## src/hw/rtl/i2p_pkg.sv

```systemverilog
// Package: types, character codes and helpers for the infix-to-postfix converter.
package i2p_pkg;

  // Default operator stack depth
  localparam int unsigned STACK_DEPTH_DEF = 16;

  // Depth of the queue between front and back
  localparam int unsigned QUEUE_DEPTH = 2;

  // Character codes
  localparam logic [7:0] CH_LPAREN = 8'h28;  // '('
  localparam logic [7:0] CH_RPAREN = 8'h29;  // ')'
  localparam logic [7:0] CH_PLUS   = 8'h2B;  // '+'
  localparam logic [7:0] CH_MINUS  = 8'h2D;  // '-'
  localparam logic [7:0] CH_STAR   = 8'h2A;  // '*'
  localparam logic [7:0] CH_SLASH  = 8'h2F;  // '/'
  localparam logic [7:0] CH_DIG_LO = 8'h30;  // '0'
  localparam logic [7:0] CH_DIG_HI = 8'h39;  // '9'
  localparam logic [7:0] CH_UC_LO  = 8'h41;  // 'A'
  localparam logic [7:0] CH_UC_HI  = 8'h5A;  // 'Z'
  localparam logic [7:0] CH_LC_LO  = 8'h61;  // 'a'
  localparam logic [7:0] CH_LC_HI  = 8'h7A;  // 'z'

  // Operator priorities
  localparam logic [1:0] RANK_PAREN = 2'd0;
  localparam logic [1:0] RANK_ADD   = 2'd1;
  localparam logic [1:0] RANK_MUL   = 2'd2;

  typedef enum logic [1:0] {
    ERR_NONE      = 2'd0,
    ERR_OVERFLOW  = 2'd1,
    ERR_UNMATCHED = 2'd2
  } err_e;

  typedef enum logic [2:0] {
    CLS_ALNUM,
    CLS_OPEN,
    CLS_CLOSE,
    CLS_OPER,
    CLS_OTHER
  } cls_e;

  typedef enum logic [3:0] {
    S_IDLE,
    S_DISPATCH,
    S_CLOSE,
    S_OPER,
    S_FLUSH,
    S_FETCH,
    S_DRAIN,
    S_LOAD,
    S_WAIT
  } state_e;

  typedef struct packed {
    logic [7:0] in_char;
    logic       end_of_expr;
  } in_item_t;

  typedef struct packed {
    logic [7:0] out_char;
    logic       no_char;
    err_e       error_code;
    logic       last_of_run;
  } out_item_t;

  // Classified item handed from front to back
  typedef struct packed {
    logic [7:0] ch;
    cls_e       cls;
    logic       end_of_expr;
  } q_item_t;

  function automatic logic [1:0] char_rank(input logic [7:0] c);
    logic [1:0] r;
    r = RANK_PAREN;
    if (c == CH_PLUS || c == CH_MINUS) begin
      r = RANK_ADD;
    end else if (c == CH_STAR || c == CH_SLASH) begin
      r = RANK_MUL;
    end
    return r;
  endfunction

endpackage

```

## src/hw/rtl/i2p_ram.sv

```systemverilog
// Generic single-write, single-read RAM with registered read data.
module i2p_ram #(
  parameter int unsigned WIDTH = 8,
  parameter int unsigned DEPTH = 16,
  localparam int unsigned AW   = $clog2(DEPTH)
) (
  input  logic             clk_i,
  input  logic             we_i,
  input  logic [AW-1:0]    waddr_i,
  input  logic [WIDTH-1:0] wdata_i,
  input  logic             re_i,
  input  logic [AW-1:0]    raddr_i,
  output logic [WIDTH-1:0] rdata_o
);

  logic [WIDTH-1:0] mem_q [DEPTH];
  logic [WIDTH-1:0] rdata_q;

  // Write port and registered read port; read data holds when not reading
  always_ff @(posedge clk_i) begin
    if (we_i) begin
      mem_q[waddr_i] <= wdata_i;
    end
    if (re_i) begin
      rdata_q <= mem_q[raddr_i];
    end
  end

  assign rdata_o = rdata_q;

endmodule

```

## src/hw/rtl/i2p_front.sv

```systemverilog
// Front end: accepts characters, classifies them and queues them for the back end.
module i2p_front
  import i2p_pkg::*;
(
  input  logic     clk_i,
  input  logic     rst_ni,
  input  logic     in_valid_i,
  output logic     in_stall_o,
  input  in_item_t in_item_i,
  output logic     q_valid_o,
  input  logic     q_pop_i,
  output q_item_t  q_item_o
);

  localparam int unsigned QA_W = (QUEUE_DEPTH > 1) ? $clog2(QUEUE_DEPTH) : 1;
  localparam int unsigned QC_W = $clog2(QUEUE_DEPTH + 1);

  q_item_t           fifo_q [QUEUE_DEPTH];
  logic [QA_W-1:0]   wr_ptr_q, wr_ptr_d;
  logic [QA_W-1:0]   rd_ptr_q, rd_ptr_d;
  logic [QC_W-1:0]   cnt_q, cnt_d;
  q_item_t           cls_item;
  logic              full, empty, push, pop;

  // Classify the incoming character
  always_comb begin
    cls_item.ch          = in_item_i.in_char;
    cls_item.end_of_expr = in_item_i.end_of_expr;
    if ((in_item_i.in_char >= CH_DIG_LO && in_item_i.in_char <= CH_DIG_HI) ||
        (in_item_i.in_char >= CH_UC_LO && in_item_i.in_char <= CH_UC_HI) ||
        (in_item_i.in_char >= CH_LC_LO && in_item_i.in_char <= CH_LC_HI)) begin
      cls_item.cls = CLS_ALNUM;
    end else if (in_item_i.in_char == CH_LPAREN) begin
      cls_item.cls = CLS_OPEN;
    end else if (in_item_i.in_char == CH_RPAREN) begin
      cls_item.cls = CLS_CLOSE;
    end else if (char_rank(in_item_i.in_char) != RANK_PAREN) begin
      cls_item.cls = CLS_OPER;
    end else begin
      cls_item.cls = CLS_OTHER;
    end
  end

  // Queue control
  assign full       = (cnt_q == QC_W'(QUEUE_DEPTH));
  assign empty      = (cnt_q == '0);
  assign in_stall_o = full;
  assign push       = in_valid_i && !full;
  assign pop        = q_pop_i && !empty;
  assign q_valid_o  = !empty;
  assign q_item_o   = fifo_q[rd_ptr_q];

  always_comb begin
    wr_ptr_d = wr_ptr_q;
    rd_ptr_d = rd_ptr_q;
    cnt_d    = cnt_q;
    if (push) begin
      wr_ptr_d = (wr_ptr_q == QA_W'(QUEUE_DEPTH - 1)) ? '0 : wr_ptr_q + QA_W'(1);
    end
    if (pop) begin
      rd_ptr_d = (rd_ptr_q == QA_W'(QUEUE_DEPTH - 1)) ? '0 : rd_ptr_q + QA_W'(1);
    end
    if (push && !pop) begin
      cnt_d = cnt_q + QC_W'(1);
    end else if (pop && !push) begin
      cnt_d = cnt_q - QC_W'(1);
    end
  end

  always_ff @(posedge clk_i or negedge rst_ni) begin
    if (!rst_ni) begin
      wr_ptr_q <= '0;
      rd_ptr_q <= '0;
      cnt_q    <= '0;
    end else begin
      wr_ptr_q <= wr_ptr_d;
      rd_ptr_q <= rd_ptr_d;
      cnt_q    <= cnt_d;
    end
  end

  // Queue storage
  always_ff @(posedge clk_i) begin
    if (push) begin
      fifo_q[wr_ptr_q] <= cls_item;
    end
  end

endmodule

```

## src/hw/rtl/i2p_exec.sv

```systemverilog
// Back end: operator stack sequencer, run buffer and result output register.
module i2p_exec
  import i2p_pkg::*;
#(
  parameter int unsigned STACK_DEPTH = STACK_DEPTH_DEF
) (
  input  logic      clk_i,
  input  logic      rst_ni,
  input  logic      q_valid_i,
  output logic      q_pop_o,
  input  q_item_t   q_item_i,
  output logic      out_valid_o,
  input  logic      out_stall_i,
  output out_item_t out_item_o
);

  localparam int unsigned CNT_W     = $clog2(STACK_DEPTH + 1);
  localparam int unsigned SIDX_W    = $clog2(STACK_DEPTH);
  localparam int unsigned RUN_DEPTH = STACK_DEPTH + 1;
  localparam int unsigned LEN_W     = $clog2(RUN_DEPTH + 1);
  localparam int unsigned RIDX_W    = $clog2(RUN_DEPTH);

  state_e            state_q, state_d;
  state_e            ret_q, ret_d;
  logic [CNT_W-1:0]  count_q, count_d;
  logic [LEN_W-1:0]  len_q, len_d;
  logic [LEN_W-1:0]  idx_q, idx_d;
  err_e              err_q, err_d;
  logic              out_valid_q, out_valid_d;
  q_item_t           cur_q, cur_d;
  logic [7:0]        top_q, top_d;
  out_item_t         out_q, out_d;

  // Stack and run buffer ports
  logic              stk_we, stk_re;
  logic [SIDX_W-1:0] stk_waddr, stk_raddr;
  logic [7:0]        stk_rdata;
  logic              rb_we, rb_re;
  logic [RIDX_W-1:0] rb_waddr, rb_raddr;
  logic [7:0]        rb_wdata, rb_rdata;

  // Status terms
  logic              stk_empty, stk_full, fetch_needed, top_is_open, pop_oper;
  logic              out_acc;
  logic [CNT_W-1:0]  cnt_m2;
  logic [LEN_W-1:0]  idx_nx;
  state_e            after_char, close_ret;

  // Per-cycle actions
  logic              emit_en, pop_en, push_en, err_set;
  logic [7:0]        emit_ch;
  err_e              err_val;

  assign stk_empty    = (count_q == '0);
  assign stk_full     = (count_q == CNT_W'(STACK_DEPTH));
  assign fetch_needed = (count_q > CNT_W'(1));
  assign top_is_open  = (top_q == CH_LPAREN);
  assign pop_oper     = !stk_empty && (char_rank(top_q) >= char_rank(cur_q.ch));
  assign out_acc      = out_valid_q && !out_stall_i;
  assign cnt_m2       = count_q - CNT_W'(2);
  assign idx_nx       = idx_q + LEN_W'(1);
  assign after_char   = cur_q.end_of_expr ? S_FLUSH : S_DRAIN;
  assign close_ret    = top_is_open ? after_char : S_CLOSE;

  // Next state
  always_comb begin
    state_d = state_q;
    unique case (state_q)
      S_IDLE: begin
        if (q_valid_i) state_d = S_DISPATCH;
      end
      S_DISPATCH: begin
        unique case (cur_q.cls)
          CLS_CLOSE: state_d = S_CLOSE;
          CLS_OPER:  state_d = S_OPER;
          default:   state_d = after_char;
        endcase
      end
      S_CLOSE: begin
        if (stk_empty) begin
          state_d = after_char;
        end else begin
          state_d = fetch_needed ? S_FETCH : close_ret;
        end
      end
      S_OPER: begin
        if (pop_oper) begin
          state_d = fetch_needed ? S_FETCH : S_OPER;
        end else begin
          state_d = after_char;
        end
      end
      S_FLUSH: begin
        if (stk_empty) begin
          state_d = S_DRAIN;
        end else begin
          state_d = fetch_needed ? S_FETCH : S_FLUSH;
        end
      end
      S_FETCH: state_d = ret_q;
      S_DRAIN: state_d = (len_q == '0) ? S_WAIT : S_LOAD;
      S_LOAD:  state_d = S_WAIT;
      S_WAIT: begin
        if (out_acc) state_d = out_q.last_of_run ? S_IDLE : S_LOAD;
      end
      default: state_d = S_IDLE;
    endcase
  end

  // Datapath and memory control
  always_comb begin
    ret_d       = ret_q;
    count_d     = count_q;
    len_d       = len_q;
    idx_d       = idx_q;
    err_d       = err_q;
    out_valid_d = out_valid_q;
    cur_d       = cur_q;
    top_d       = top_q;
    out_d       = out_q;
    q_pop_o     = 1'b0;
    emit_en     = 1'b0;
    emit_ch     = top_q;
    pop_en      = 1'b0;
    push_en     = 1'b0;
    err_set     = 1'b0;
    err_val     = ERR_NONE;
    stk_we      = 1'b0;
    stk_re      = 1'b0;
    stk_waddr   = count_q[SIDX_W-1:0];
    stk_raddr   = cnt_m2[SIDX_W-1:0];
    rb_we       = 1'b0;
    rb_waddr    = len_q[RIDX_W-1:0];
    rb_wdata    = emit_ch;
    rb_re       = 1'b0;
    rb_raddr    = idx_q[RIDX_W-1:0];

    unique case (state_q)
      S_IDLE: begin
        if (q_valid_i) begin
          q_pop_o = 1'b1;
          cur_d   = q_item_i;
          len_d   = '0;
          err_d   = ERR_NONE;
        end
      end
      S_DISPATCH: begin
        unique case (cur_q.cls)
          CLS_ALNUM: begin
            emit_en = 1'b1;
            emit_ch = cur_q.ch;
          end
          CLS_OPEN: push_en = 1'b1;
          default: ;
        endcase
      end
      S_CLOSE: begin
        ret_d = close_ret;
        if (stk_empty) begin
          err_set = 1'b1;
          err_val = ERR_UNMATCHED;
        end else begin
          pop_en  = 1'b1;
          emit_en = !top_is_open;
        end
      end
      S_OPER: begin
        ret_d = S_OPER;
        if (pop_oper) begin
          pop_en  = 1'b1;
          emit_en = 1'b1;
        end else begin
          push_en = 1'b1;
        end
      end
      S_FLUSH: begin
        ret_d = S_FLUSH;
        if (!stk_empty) begin
          pop_en = 1'b1;
          if (top_is_open) begin
            err_set = 1'b1;
            err_val = ERR_UNMATCHED;
          end else begin
            emit_en = 1'b1;
          end
        end
      end
      S_FETCH: top_d = stk_rdata;
      S_DRAIN: begin
        idx_d = '0;
        if (len_q == '0) begin
          out_d.out_char    = 8'h00;
          out_d.no_char     = 1'b1;
          out_d.error_code  = err_q;
          out_d.last_of_run = 1'b1;
          out_valid_d       = 1'b1;
        end else begin
          rb_re    = 1'b1;
          rb_raddr = '0;
        end
      end
      S_LOAD: begin
        out_d.out_char    = rb_rdata;
        out_d.no_char     = 1'b0;
        out_d.error_code  = err_q;
        out_d.last_of_run = (idx_nx == len_q);
        out_valid_d       = 1'b1;
      end
      S_WAIT: begin
        if (out_acc) begin
          out_valid_d = 1'b0;
          if (!out_q.last_of_run) begin
            idx_d    = idx_nx;
            rb_re    = 1'b1;
            rb_raddr = idx_nx[RIDX_W-1:0];
          end
        end
      end
      default: ;
    endcase

    // Emit into the run buffer
    if (emit_en && (len_q < LEN_W'(RUN_DEPTH))) begin
      rb_we    = 1'b1;
      rb_wdata = emit_ch;
      len_d    = len_q + LEN_W'(1);
    end

    // Pop; fetch the new top when entries remain below it
    if (pop_en) begin
      count_d = count_q - CNT_W'(1);
      stk_re  = fetch_needed;
    end

    // Push the current character, or flag overflow
    if (push_en) begin
      if (stk_full) begin
        err_set = 1'b1;
        err_val = ERR_OVERFLOW;
      end else begin
        stk_we  = 1'b1;
        top_d   = cur_q.ch;
        count_d = count_q + CNT_W'(1);
      end
    end

    // First error of the run sticks
    if (err_set && (err_q == ERR_NONE)) begin
      err_d = err_val;
    end
  end

  always_ff @(posedge clk_i or negedge rst_ni) begin
    if (!rst_ni) begin
      state_q     <= S_IDLE;
      ret_q       <= S_IDLE;
      count_q     <= '0;
      len_q       <= '0;
      idx_q       <= '0;
      err_q       <= ERR_NONE;
      out_valid_q <= 1'b0;
    end else begin
      state_q     <= state_d;
      ret_q       <= ret_d;
      count_q     <= count_d;
      len_q       <= len_d;
      idx_q       <= idx_d;
      err_q       <= err_d;
      out_valid_q <= out_valid_d;
    end
  end

  // Payload registers
  always_ff @(posedge clk_i) begin
    cur_q <= cur_d;
    top_q <= top_d;
    out_q <= out_d;
  end

  assign out_valid_o = out_valid_q;
  assign out_item_o  = out_q;

  // Operator stack
  i2p_ram #(
    .WIDTH (8),
    .DEPTH (STACK_DEPTH)
  ) u_stack (
    .clk_i   (clk_i),
    .we_i    (stk_we),
    .waddr_i (stk_waddr),
    .wdata_i (cur_q.ch),
    .re_i    (stk_re),
    .raddr_i (stk_raddr),
    .rdata_o (stk_rdata)
  );

  // Run buffer: holds a run's characters until its error code is known
  i2p_ram #(
    .WIDTH (8),
    .DEPTH (RUN_DEPTH)
  ) u_runbuf (
    .clk_i   (clk_i),
    .we_i    (rb_we),
    .waddr_i (rb_waddr),
    .wdata_i (rb_wdata),
    .re_i    (rb_re),
    .raddr_i (rb_raddr),
    .rdata_o (rb_rdata)
  );

endmodule

```

## src/hw/rtl/infix_to_postfix_converter_unit.sv

```systemverilog
// Flow: each item is queued, popped and dispatched; each stack pop may add a fetch of the new
//   top; the run then drains and each result is loaded and held until taken. Items are
//   handled one at a time by the single back-end sequencer, slowed by the registered
//   read of the stack RAM; the front queues up to two items meanwhile.
// Reset (rst_ni, async, active low) clears the queue, stack count and sequencer at once;
//   stack and run buffer contents are not cleared and need no clearing pass.
module infix_to_postfix_converter_unit
  import i2p_pkg::*;
#(
  parameter int unsigned STACK_DEPTH = STACK_DEPTH_DEF
) (
  input  logic      clk_i,
  input  logic      rst_ni,
  input  logic      in_valid_i,
  output logic      in_stall_o,
  input  in_item_t  in_item_i,
  output logic      out_valid_o,
  input  logic      out_stall_i,
  output out_item_t out_item_o
);

  logic    q_valid, q_pop;
  q_item_t q_item;

  // Accept and classify
  i2p_front u_front (
    .clk_i      (clk_i),
    .rst_ni     (rst_ni),
    .in_valid_i (in_valid_i),
    .in_stall_o (in_stall_o),
    .in_item_i  (in_item_i),
    .q_valid_o  (q_valid),
    .q_pop_i    (q_pop),
    .q_item_o   (q_item)
  );

  // Carry out stack operations and deliver results
  i2p_exec #(
    .STACK_DEPTH (STACK_DEPTH)
  ) u_exec (
    .clk_i       (clk_i),
    .rst_ni      (rst_ni),
    .q_valid_i   (q_valid),
    .q_pop_o     (q_pop),
    .q_item_i    (q_item),
    .out_valid_o (out_valid_o),
    .out_stall_i (out_stall_i),
    .out_item_o  (out_item_o)
  );

endmodule

```

## config.mk

```make
export PLATFORM = sky130hd
export DESIGN_NAME = infix_to_postfix_converter_unit
export DESIGN_NICKNAME = d
export VERILOG_FILES = /design/src/hw/rtl/i2p_pkg.sv /design/src/hw/rtl/i2p_ram.sv /design/src/hw/rtl/i2p_front.sv /design/src/hw/rtl/i2p_exec.sv /design/src/hw/rtl/infix_to_postfix_converter_unit.sv
export SDC_FILE = /design/constraint.sdc
export NUM_CORES = 1
export LEC_CHECK = 0
export BUFFER_PORTS_ARGS = -buffer_cell sky130_fd_sc_hd__buf_2
export CAP_MARGIN = 25
export CORE_UTILIZATION = 60
export DETAILED_ROUTE_END_ITERATION = 12
export PLACE_DENSITY = 0.74
export SLEW_MARGIN = 10
export SYNTH_ARGS = -nofsm -noshare
export SYNTH_HDL_FRONTEND = slang
export SYNTH_SLANG_ARGS = --single-unit
```

## constraint.sdc

```tcl
create_clock -name clk_i -period 6.35 [get_ports clk_i]
set_input_delay 0.635 -clock clk_i [delete_from_list [all_inputs] [get_ports clk_i]]
set_output_delay 0.635 -clock clk_i [all_outputs]
set_load 0.1 [all_outputs]
```

# == Yosys cells after proc, flatten, opt, wreduce, memory -nomap -nowiden ==
# Memory sizes are Yosys's and may differ from the RTL's. A register that Yosys moved wholly into a read port is not among the register bits.
# Cells that the tools add are included.
# totals
regBits,50
latch_bits,0
ram_bits,288
romBits,0
output_inout_bits,14
wordCells,214
memories,3
# memory_table
memory,depth,width,rd,rd_clocked_by_memory_dff,write_ports,line_no,text
u_exec.u_runbuf.mem_q,17,8,1,1,1,i2p_ram.sv:16,logic [WIDTH-1:0] mem_q [DEPTH];
u_exec.u_stack.mem_q,16,8,1,1,1,i2p_ram.sv:16,
u_front.fifo_q,2,12,1,1,1,i2p_front.sv:18,q_item_t fifo_q [QUEUE_DEPTH];
# op_classes
addsub,9
mul,0
div_mod_pow,0
magnitude_cmp,9
n_eq_ne,34
shifts,0
n_mux,96
bitwise_logic,1
n_reduce_logical,47
# op_table
cell,n
"8-bit by 6-bit equality test with 1-bit output, second input constant",15
8-bit 2-to-1 mux,6
5-bit 2-to-1 mux,9
2-bit 2-to-1 mux,20
4-bit case mux with 9 select lines,1
1-bit 2-to-1 mux,33
4-bit 2-to-1 mux,8
12-bit case mux with 2 select lines,1
5-bit case mux with 2 select lines,2
3-bit 2-to-1 mux,6
"4-bit by 3-bit equality test with 1-bit output, second input constant",4
"8-bit by 7-bit greater-or-equal comparator with 1-bit output, second input constant",2
"8-bit by 7-bit <= comparator with 1-bit output, second input constant",2
"5-bit by 1-bit adder with 5-bit output, second input constant",3
12-bit 2-to-1 mux,1
4-bit case mux with 3 select lines,1
2-bit nonzero test,6
1-bit logical AND,11
5-bit zero test,2
2-bit AND reduction,5
"4-bit by 2-bit equality test with 1-bit output, second input constant",2
"8-bit by 6-bit greater-or-equal comparator with 1-bit output, second input constant",1
"8-bit by 6-bit <= comparator with 1-bit output, second input constant",1
1-bit logical OR,8
30 further kinds,46

# == Logic depth before layout (Yosys ltp) ==
# Gate-level depths: netlist of run 1.
# logic_depth
ltp_word,12
mapped_depth,13

# == By module ==
# A second synthesis of run 1 with hierarchy kept.
# unflattened
cells_unflattened,879
hier_area_um2,15361.0
# modules_own_cells
module,n_inst,cells_per_inst,area_per_inst_um2,seq_area_each_um2
i2p_ram at u_exec.u_runbuf,1,254,5632.9,4324.1
i2p_ram at u_exec.u_stack,1,229,5227.5,4083.9
i2p_exec,1,325,3340.7,1506.4
i2p_front,1,71,1159.9,820.8

# == Least setup slack after synthesis of run 1 ==
# Ideal clock, no wire load.
# synth_timing
kind,register to register
startpoint,register u_exec.count_q[0]
endpoint,"memory u_exec.u_runbuf.mem_q[16][0], enable pin"
setup_time_ns,0.398
arrival_time_ns,3.699
required_ns,5.952
slack_ns,2.253
stages_incl_launch_ff,12
synth_period_minus_slack_ns,4.097
cell_sequence,dfrtp_1 clkbuf_1 clkbuf_1 inv_1 ha_1 nor4b_1 nor4_1 and2_1 o31a_1 buf_2 nand2_1 nor4b_1
# synth_via
elab_chain_len,9
# synth_lines
item,line_no,text
from (decl),i2p_exec.sv:25,"logic [CNT_W-1:0] count_q, count_d;"
from (signal assigned),i2p_exec.sv:265,count_q <= count_d;
5-bit zero test (*),i2p_exec.sv:54,assign stk_empty = (count_q == '0);
1-bit zero test,i2p_exec.sv:58,assign pop_oper = !stk_empty && (char_rank(top_q) >= char_rank(cur_q.ch));
1-bit logical AND,i2p_exec.sv:58,
1-bit 2-to-1 mux,i2p_exec.sv:169,if (pop_oper) begin
1-bit case mux with 4 select lines (*),i2p_exec.sv:138,unique case (state_q)
1-bit logical AND (*),i2p_exec.sv:223,if (emit_en && (len_q < LEN_W'(RUN_DEPTH))) begin
1-bit 2-to-1 mux (*),i2p_exec.sv:223,
1-bit 2-to-1 mux (*),i2p_ram.sv:21,if (we_i) begin
1-bit 2-to-1 mux (implied by the code) (*),i2p_ram.sv:22,mem_q[waddr_i] <= wdata_i;
to (decl),i2p_ram.sv:16,
# Every way passes the cells marked *; elsewhere a longest branch is shown, timed or not.

# == Worst setup path after layout of run 1 ==
# Same ends and word-level chain as after synthesis.

==> results of run 1 <==
area by class of cell:
cell class | instances | area [um2]
tap | 330 | 413
sequential | 365 | 10700
inverter | 21 | 78.8
timing repair buffer | 46 | 268
clock inverter | 18 | 114
clock buffer | 49 | 1020
fill | 1672 | 8130
multi-input combinational | 513 | 4420
cells in the mapped netlist (9+ instances only):
cell type / number
edfxtp_1: 328
nand2_1: 82
mux4_2: 55
o21ai_0: 52
nor2_1: 43
mux2_2: 39
dfrtp_1: 29
clkbuf_1: 25
a31oi_1: 21
inv_1: 20
a21oi_1: 17
and2_1: 16
ha_1: 16
xnor2_1: 15
nand3_1: 12
and3_1: 11
buf_2: 10
nor3b_1: 10
a22oi_1: 9
mux2i_1: 9
xor2_1: 9
layer usage:
| layer | part of all wire (%) | routed length, um | vias to the layer above | GRT usage [%] |
|---|---|---|---|---|
| met5 | 0.038 | 12 | - | 0 |
| met1 | 45 | 14100 | 4276 | 38.5 |
| met3 | 7.4 | 2340 | 59 | 4.33 |
| met4 | 2.2 | 678 | 2 | 6.90 |
| met2 | 46 | 14300 | 342 | 36.5 |
| li1 | - | - | 3772 | - |
worst max-delay path, delay by kind of cell (launching register included):
| kind | cells | cell delay [ns] |
|---|---|---|
| buf+inv | 2 | 0.74 |
| flops | 1 | 0.34 |
| compound gates | 1 | 0.36 |
| simple gates | 5 | 1.97 |
| fa+ha+maj | 1 | 0.34 |
through the flow:
step                      std cells  hold WS (ns)  total power [mW]
after global routing           1342         0.204              8.16
after detailed placement       1274         0.493              5.83
after CTS                      1341         0.183              7.86
after global placement         1265         0.478              5.76
final                          1342         0.166              7.84
after floorplan                 945         0.339              5.15
worst min-delay path by stage:
stage / startpoint / endpoint / slack, ns / cells past startpoint
2_1_floorplan: rst_ni / u_exec.count_q[0] / 0.34 / 0
3_3_place_gp: u_front.wr_ptr_q / u_front.wr_ptr_q / 0.48 / 1
3_5_place_dp: u_front.wr_ptr_q / u_front.wr_ptr_q / 0.49 / 1
4_1_cts: rst_ni / u_exec.idx_q[4] / 0.18 / 1
5_1_grt: rst_ni / u_front.rd_ptr_q / 0.20 / 1
6_report: rst_ni / u_exec.ret_q[2] / 0.17 / 1
flip-flops by register name, indices dropped and copies added (netlist names):
signal,flops
u_exec.top_q,8
u_exec.u_stack.rdata_o,8
u_exec.cur_q,12
u_exec.ret_q,3
u_exec.idx_q,5
u_exec.state_q,4
u_exec.u_runbuf.mem_q,136
u_exec.count_q,5
u_front.fifo_q,24
u_exec.out_valid_o,1
u_front.cnt_q,2
u_exec.out_item_o,12
u_exec.len_q,5
u_front.wr_ptr_q,1
u_exec.err_q,2
u_exec.u_runbuf.rdata_o,8
u_exec.u_stack.mem_q,128
u_front.rd_ptr_q,1
power breakdown:
group          total, mW  switching [mW]  internal (mW)
clock               2.04           0.863           1.18
combinational       2.27            1.36          0.904
sequential          3.53           0.302           3.23
cell families after synthesis:
group                    after synthesis  share of synthesized area [%]
AO/OA/AOI/OAI                        132                           5.32
XOR/XNOR                              24                           1.36
adder cells (fa/ha/maj)               16                           1.30
buffers and inverters                 67                           1.89
flip-flops                           365                           69.5
multiplexers                         111                           12.8
AND/OR/NAND/NOR                      230                           7.77
==> results.toml, run 1 <==
[run_status]
outcome = "finished clean"

[cts]
ctsHoldBuffers = 0
cts_tree = "yes"
cts-resized-gates = 0
cts_root_buffer = "clkbuf_16"
max-clock-path-buffers = 3
clk_pin_slew_ns = 0.06
clk_latency_ns = 0.51
cts_htree_levels = 2
numCtsBuffers = 37
cts_sinks = 365
postCtsSetupBuffers = 0

[critical_path]
rrSetupSlack_ns = 2.22
critPathCaptureType = "register"
r2r_end = "u_exec.u_runbuf.mem_q[16][0]"
slowest_delay_ns = 0.84
required_ns = 6.49
cp_cell_sequence = "buf_4, inv_1, ha_1, nor4b_1, nor4_1, and2_1, o31a_1, nand2_1, nor4b_2"
r2r_start = "u_exec.count_q[0]"
startpoint = "u_exec.count_q[0]"
critPathKind = "register to register"
crit_end = "u_exec.u_runbuf.mem_q[16][0]"
critPathMaxFanout = 38
crit_arrival_ns = 4.28
critPathLaunchType = "register"
reg2reg_depth = 9
critPathSlowestCell = "nor4b_2"

[hold_path]
hp-class = "primary input to asynchronous set/reset pin"

[logic_synthesis]
ys_types = 68
synth-seq-cells = 365
async_reset_ff_share_pct = 7.95
synth_area_leaders = "edfxtp_1 (64%), mux4_2 (8.0%), dfrtp_1 (4.7%)"
ys.warnings.count = 0
syn_nets = 974
seq_area_frac_synth_pct = 69.5
synthCells = 945
synth_top_flop_cell = "edfxtp_1"
yosysTopAreaCell = "edfxtp_1"
syn_area_per_cell_um2 = 16.3
synth-edff-count = 328
netlist_area_mm2 = 0.0154
yosysTopAreaCellShare_pct = 63.8

[cells_and_area]
fin_nets = 1013
finalInstanceArea_mm2 = 0.0170
layout_common_cells = "edfxtp_1 (328), nand2_1 (82), mux4_2 (55), o21ai_0 (51), nor2_1 (43)"
drive_above_1_share_pct = 20.2
final_common_cell = "edfxtp_1"
antenna_cells = 0
synthToLayoutAreaGrowth_pct = 10.4
fin_util_pct = 67.7

[detailed_routing]
remaining_drc_errors = 0
dr.pass1.iters = 5
final_antenna_net_count = 0
via_per_inst = 6.30
routed_wl_um = 31400
dr_total_vias = 8451
wl_per_cell_um = 23.4
drt_first_iter_violations = 833

[die]
row_count = 58
ios = 27
die_area_mm2 = 0.0264
fp.coreArea_mm2 = 0.0252
start_util_pct = 61.3
fp.dieW_um = 162
fp.dieH_um = 162

[timing]
tns_ns = 0
tightest_slew_ns = 1.04
finalSetupViolCount = 0
min_period_ns = 4.13
maxSlewHeadroom_pct = 30.7
slew_viol_final = 0
rsz0062_at_grt = "false"
layout_setup_ws_ns = 2.22
period_share_pct = 65.1
skew_ns = 0.0124
clock.fmax_mhz = 242
hold_viol_final = 0

[placement]
place.gp.congestion = 0.833
portBuffers = 26
placed_area_mm2 = 0.0159
dp_hpwl_um = 20500
place_ws_ns = 2.23

[grt]
grt_max_degree = 39
gr-total-overflow = 0
antenna_found_initial = 1
grt_pass1_vias = 8266
grt_pass1_wl_um = 48500
gr-usage-all-layers_pct = 24.8

[job]
drv_cap = 0

[power_and_ir_drop]
powerDensity_mw_per_mm2 = 460
p_leak_nw = 5.78
vdd_ir_drop_max_v = 0.000343
Note: power is estimated with default switching activity, not from simulation.
==> inputs of run 2 (changes only) <==
Settings changed: ABC_AREA from default to 1, CORE_UTILIZATION 60 to 57, PLACE_DENSITY 0.74 to 0.73.
Clock period 6.35 ns to 3.7 ns, I/O delays scaled along.
==> results.toml, run 2 <==
[run_status]
outcome = "finished clean"

[cells_and_area]
regMostFlops = "u_exec.u_runbuf.mem_q"
fillers = 2108
fin_nets = 1546
synthToLayoutAreaGrowth_pct = 11.4
largest_reg_flops = 136
reg_top3 = "u_exec.u_runbuf.mem_q x136, u_exec.u_stack.mem_q x128, u_front.fifo_q x24"
final_common_cell = "edfxtp_1"
layout_common_cells = "edfxtp_1 (328), nand2_1 (222), inv_1 (176), nand3_1 (176), nor2_1 (143)"
drive_above_1_share_pct = 11.3
antenna_cells = 0

[timing]
slew_viol_final = 0
clock.fmax_mhz = 307
hold_viol_final = 0
finalSetupViolCount = 0
tns_ns = 0
tightest_slew_ns = 0.974
period_share_pct = 88.1
rsz0062_at_grt = "false"
min_period_ns = 3.26
maxSlewHeadroom_pct = 34.8
skew_ns = 0.0190

[critical_path]
critPathLaunchType = "register"
required_ns = 3.83
crit_family = "simple AND/OR/NAND/NOR gates"
cp_cell_sequence = "nor4_1, nand4_1, ha_1, o21ai_0, nand2_1, nand2_2, inv_2, nand2_1, o211ai_1, nand2_1, inv_2, nand2_2, nor2_1"
r2r_start = "u_exec.cur_q[8]"
path_common_cell = "nand2_1"
slowest_delay_ns = 0.57
critPathSlowestCell = "nor2_1"
critPathBufInv = 2
critPathMaxFanout = 8
crit_arrival_ns = 3.40
startpoint = "u_exec.cur_q[8]"
critPathKind = "register to register"
critPathCaptureType = "register"

[logic_synthesis]
syn_area_per_cell_um2 = 11.0
netlist_area_mm2 = 0.0162
yosysTopAreaCellShare_pct = 61.0
synthCells = 1466
yosysTopAreaCell = "edfxtp_1"
seq_area_frac_synth_pct = 66.4
synth_top_flop_cell = "edfxtp_1"
synth_area_leaders = "edfxtp_1 (61%), nand3_1 (5.5%), nand2_1 (5.2%)"
synth-seq-cells = 365
synth-edff-count = 328
ys.warnings.count = 0
synth_most_common_cell = "edfxtp_1"
syn_nets = 1495
async_reset_ff_share_pct = 7.95
ys_types = 49
synth_top_cells_by_count = "edfxtp_1 (328), nand2_1 (222), inv_1 (177)"

[detailed_routing]
dr.pass1.iters = 5
wl_per_cell_um = 18.5
dr_total_vias = 10800
remaining_drc_errors = 0
via_per_inst = 5.64
routed_wl_um = 35600
drt_first_iter_violations = 1124
final_antenna_net_count = 0

[cts]
numCtsBuffers = 37
clk_pin_slew_ns = 0.06
cts_root_buffer = "clkbuf_16"
cts_tree = "yes"
clk_latency_ns = 0.52
max-clock-path-buffers = 3
cts_htree_levels = 2
cts_sinks = 365
postCtsSetupBuffers = 0
cts-resized-gates = 0

[power_and_ir_drop]
p_leak_nw = 7.07
totalPowerFinal_mw = 15.0
powerDensity_mw_per_mm2 = 835
vdd_ir_drop_max_v = 0.000705

[placement]
place.gp.congestion = 0.905
portBuffers = 26
dp_hpwl_um = 22800

[die]
fp.dieH_um = 170
fp.dieW_um = 170
start_util_pct = 58.0
die_area_mm2 = 0.0290
ios = 27
row_count = 61
fp.coreArea_mm2 = 0.0279

[hold_path]
hp-class = "primary input to register"
worstHoldStart = "in_item_i[0]"

[grt]
gr-usage-all-layers_pct = 25.3
antenna_found_initial = 0
grt_pass1_wl_um = 55700
gr-total-overflow = 0
grt_max_degree = 68
grt_pass1_vias = 10700

[job]
drv_cap = 0
-- run 2: changes by cell type after synthesis, sizes merged, moves of 39 or more --
cell / change
inv: +169
mux2: -39
mux4: -63
nand2: +152
nand3: +169
nor2: +106
o21ai: +68
-- run 2: logic make-up after synthesis --
logic type	after synthesis	synth area share [%]
simple gates	628	17.9
flops	365	66.4
buf+inv	251	6.61
compound gates	192	6.97
fa+ha+maj	16	1.24
xor+xnor	14	0.805
-- run 2: what timing repair did --
item	4_1_cts	5_1_grt
hold buffers	1	0
setup endpoints to repair	0	0
hold endpoints to repair	29	0
-- run 2: stage by stage --
stage                     cell area (um2)  utilization (%)  hold slack [ns]  std cells  worst slack [ns]
after floorplan                     16200                -           0.0744       1466             0.581
after global placement              16800             60.1            0.457       1854             0.697
after detailed placement            16800             60.1            0.461       1854             0.467
after CTS                           18000             64.6           0.0333       1921             0.436
after global routing                18000             64.6           0.0306       1922             0.223
final                               18000             64.6           0.0482       1922             0.438
-- run 2: report_power, final --
part	switching (mW)	internal, mW
sequential	0.350	5.60
combinational	3.86	1.43
clock	1.51	2.28
-- run 2: layout make-up --
class	instances	area, um2	share of cell area (%)
flip-flops and latches	365	10700	59.6
clock inverters	22	272	1.51
inverters	192	723	4.02
multi-input cells	850	4360	24.2
repair buffers	71	483	2.68
clock buffers	44	962	5.34
well taps	378	473	2.63
-- run 2: layer usage --
metal / vias to the layer above / global-route usage (%) / part of all wire [%]
met1: 5134 / 32.2 / 40
met3: 99 / 4.21 / 6.9
li1: 5171 / - / -
met5: - / 0 / 0
met2: 441 / 43.0 / 49
met4: 0 / 10.2 / 3.7
-- run 2: worst paths after layout --
kind,to,slack (ns),cells after the start
max,u_exec.u_runbuf.mem_q[12][4],0.44,13
min,u_front.fifo_q[1][0],0.05,1
max reg2reg,u_exec.u_runbuf.mem_q[12][4],0.44,13
min reg2reg,u_exec.ret_q[0],0.47,2
max in group asynchronous,u_exec.count_q[0],2.71,2
min in group asynchronous,u_exec.idx_q[1],0.47,2
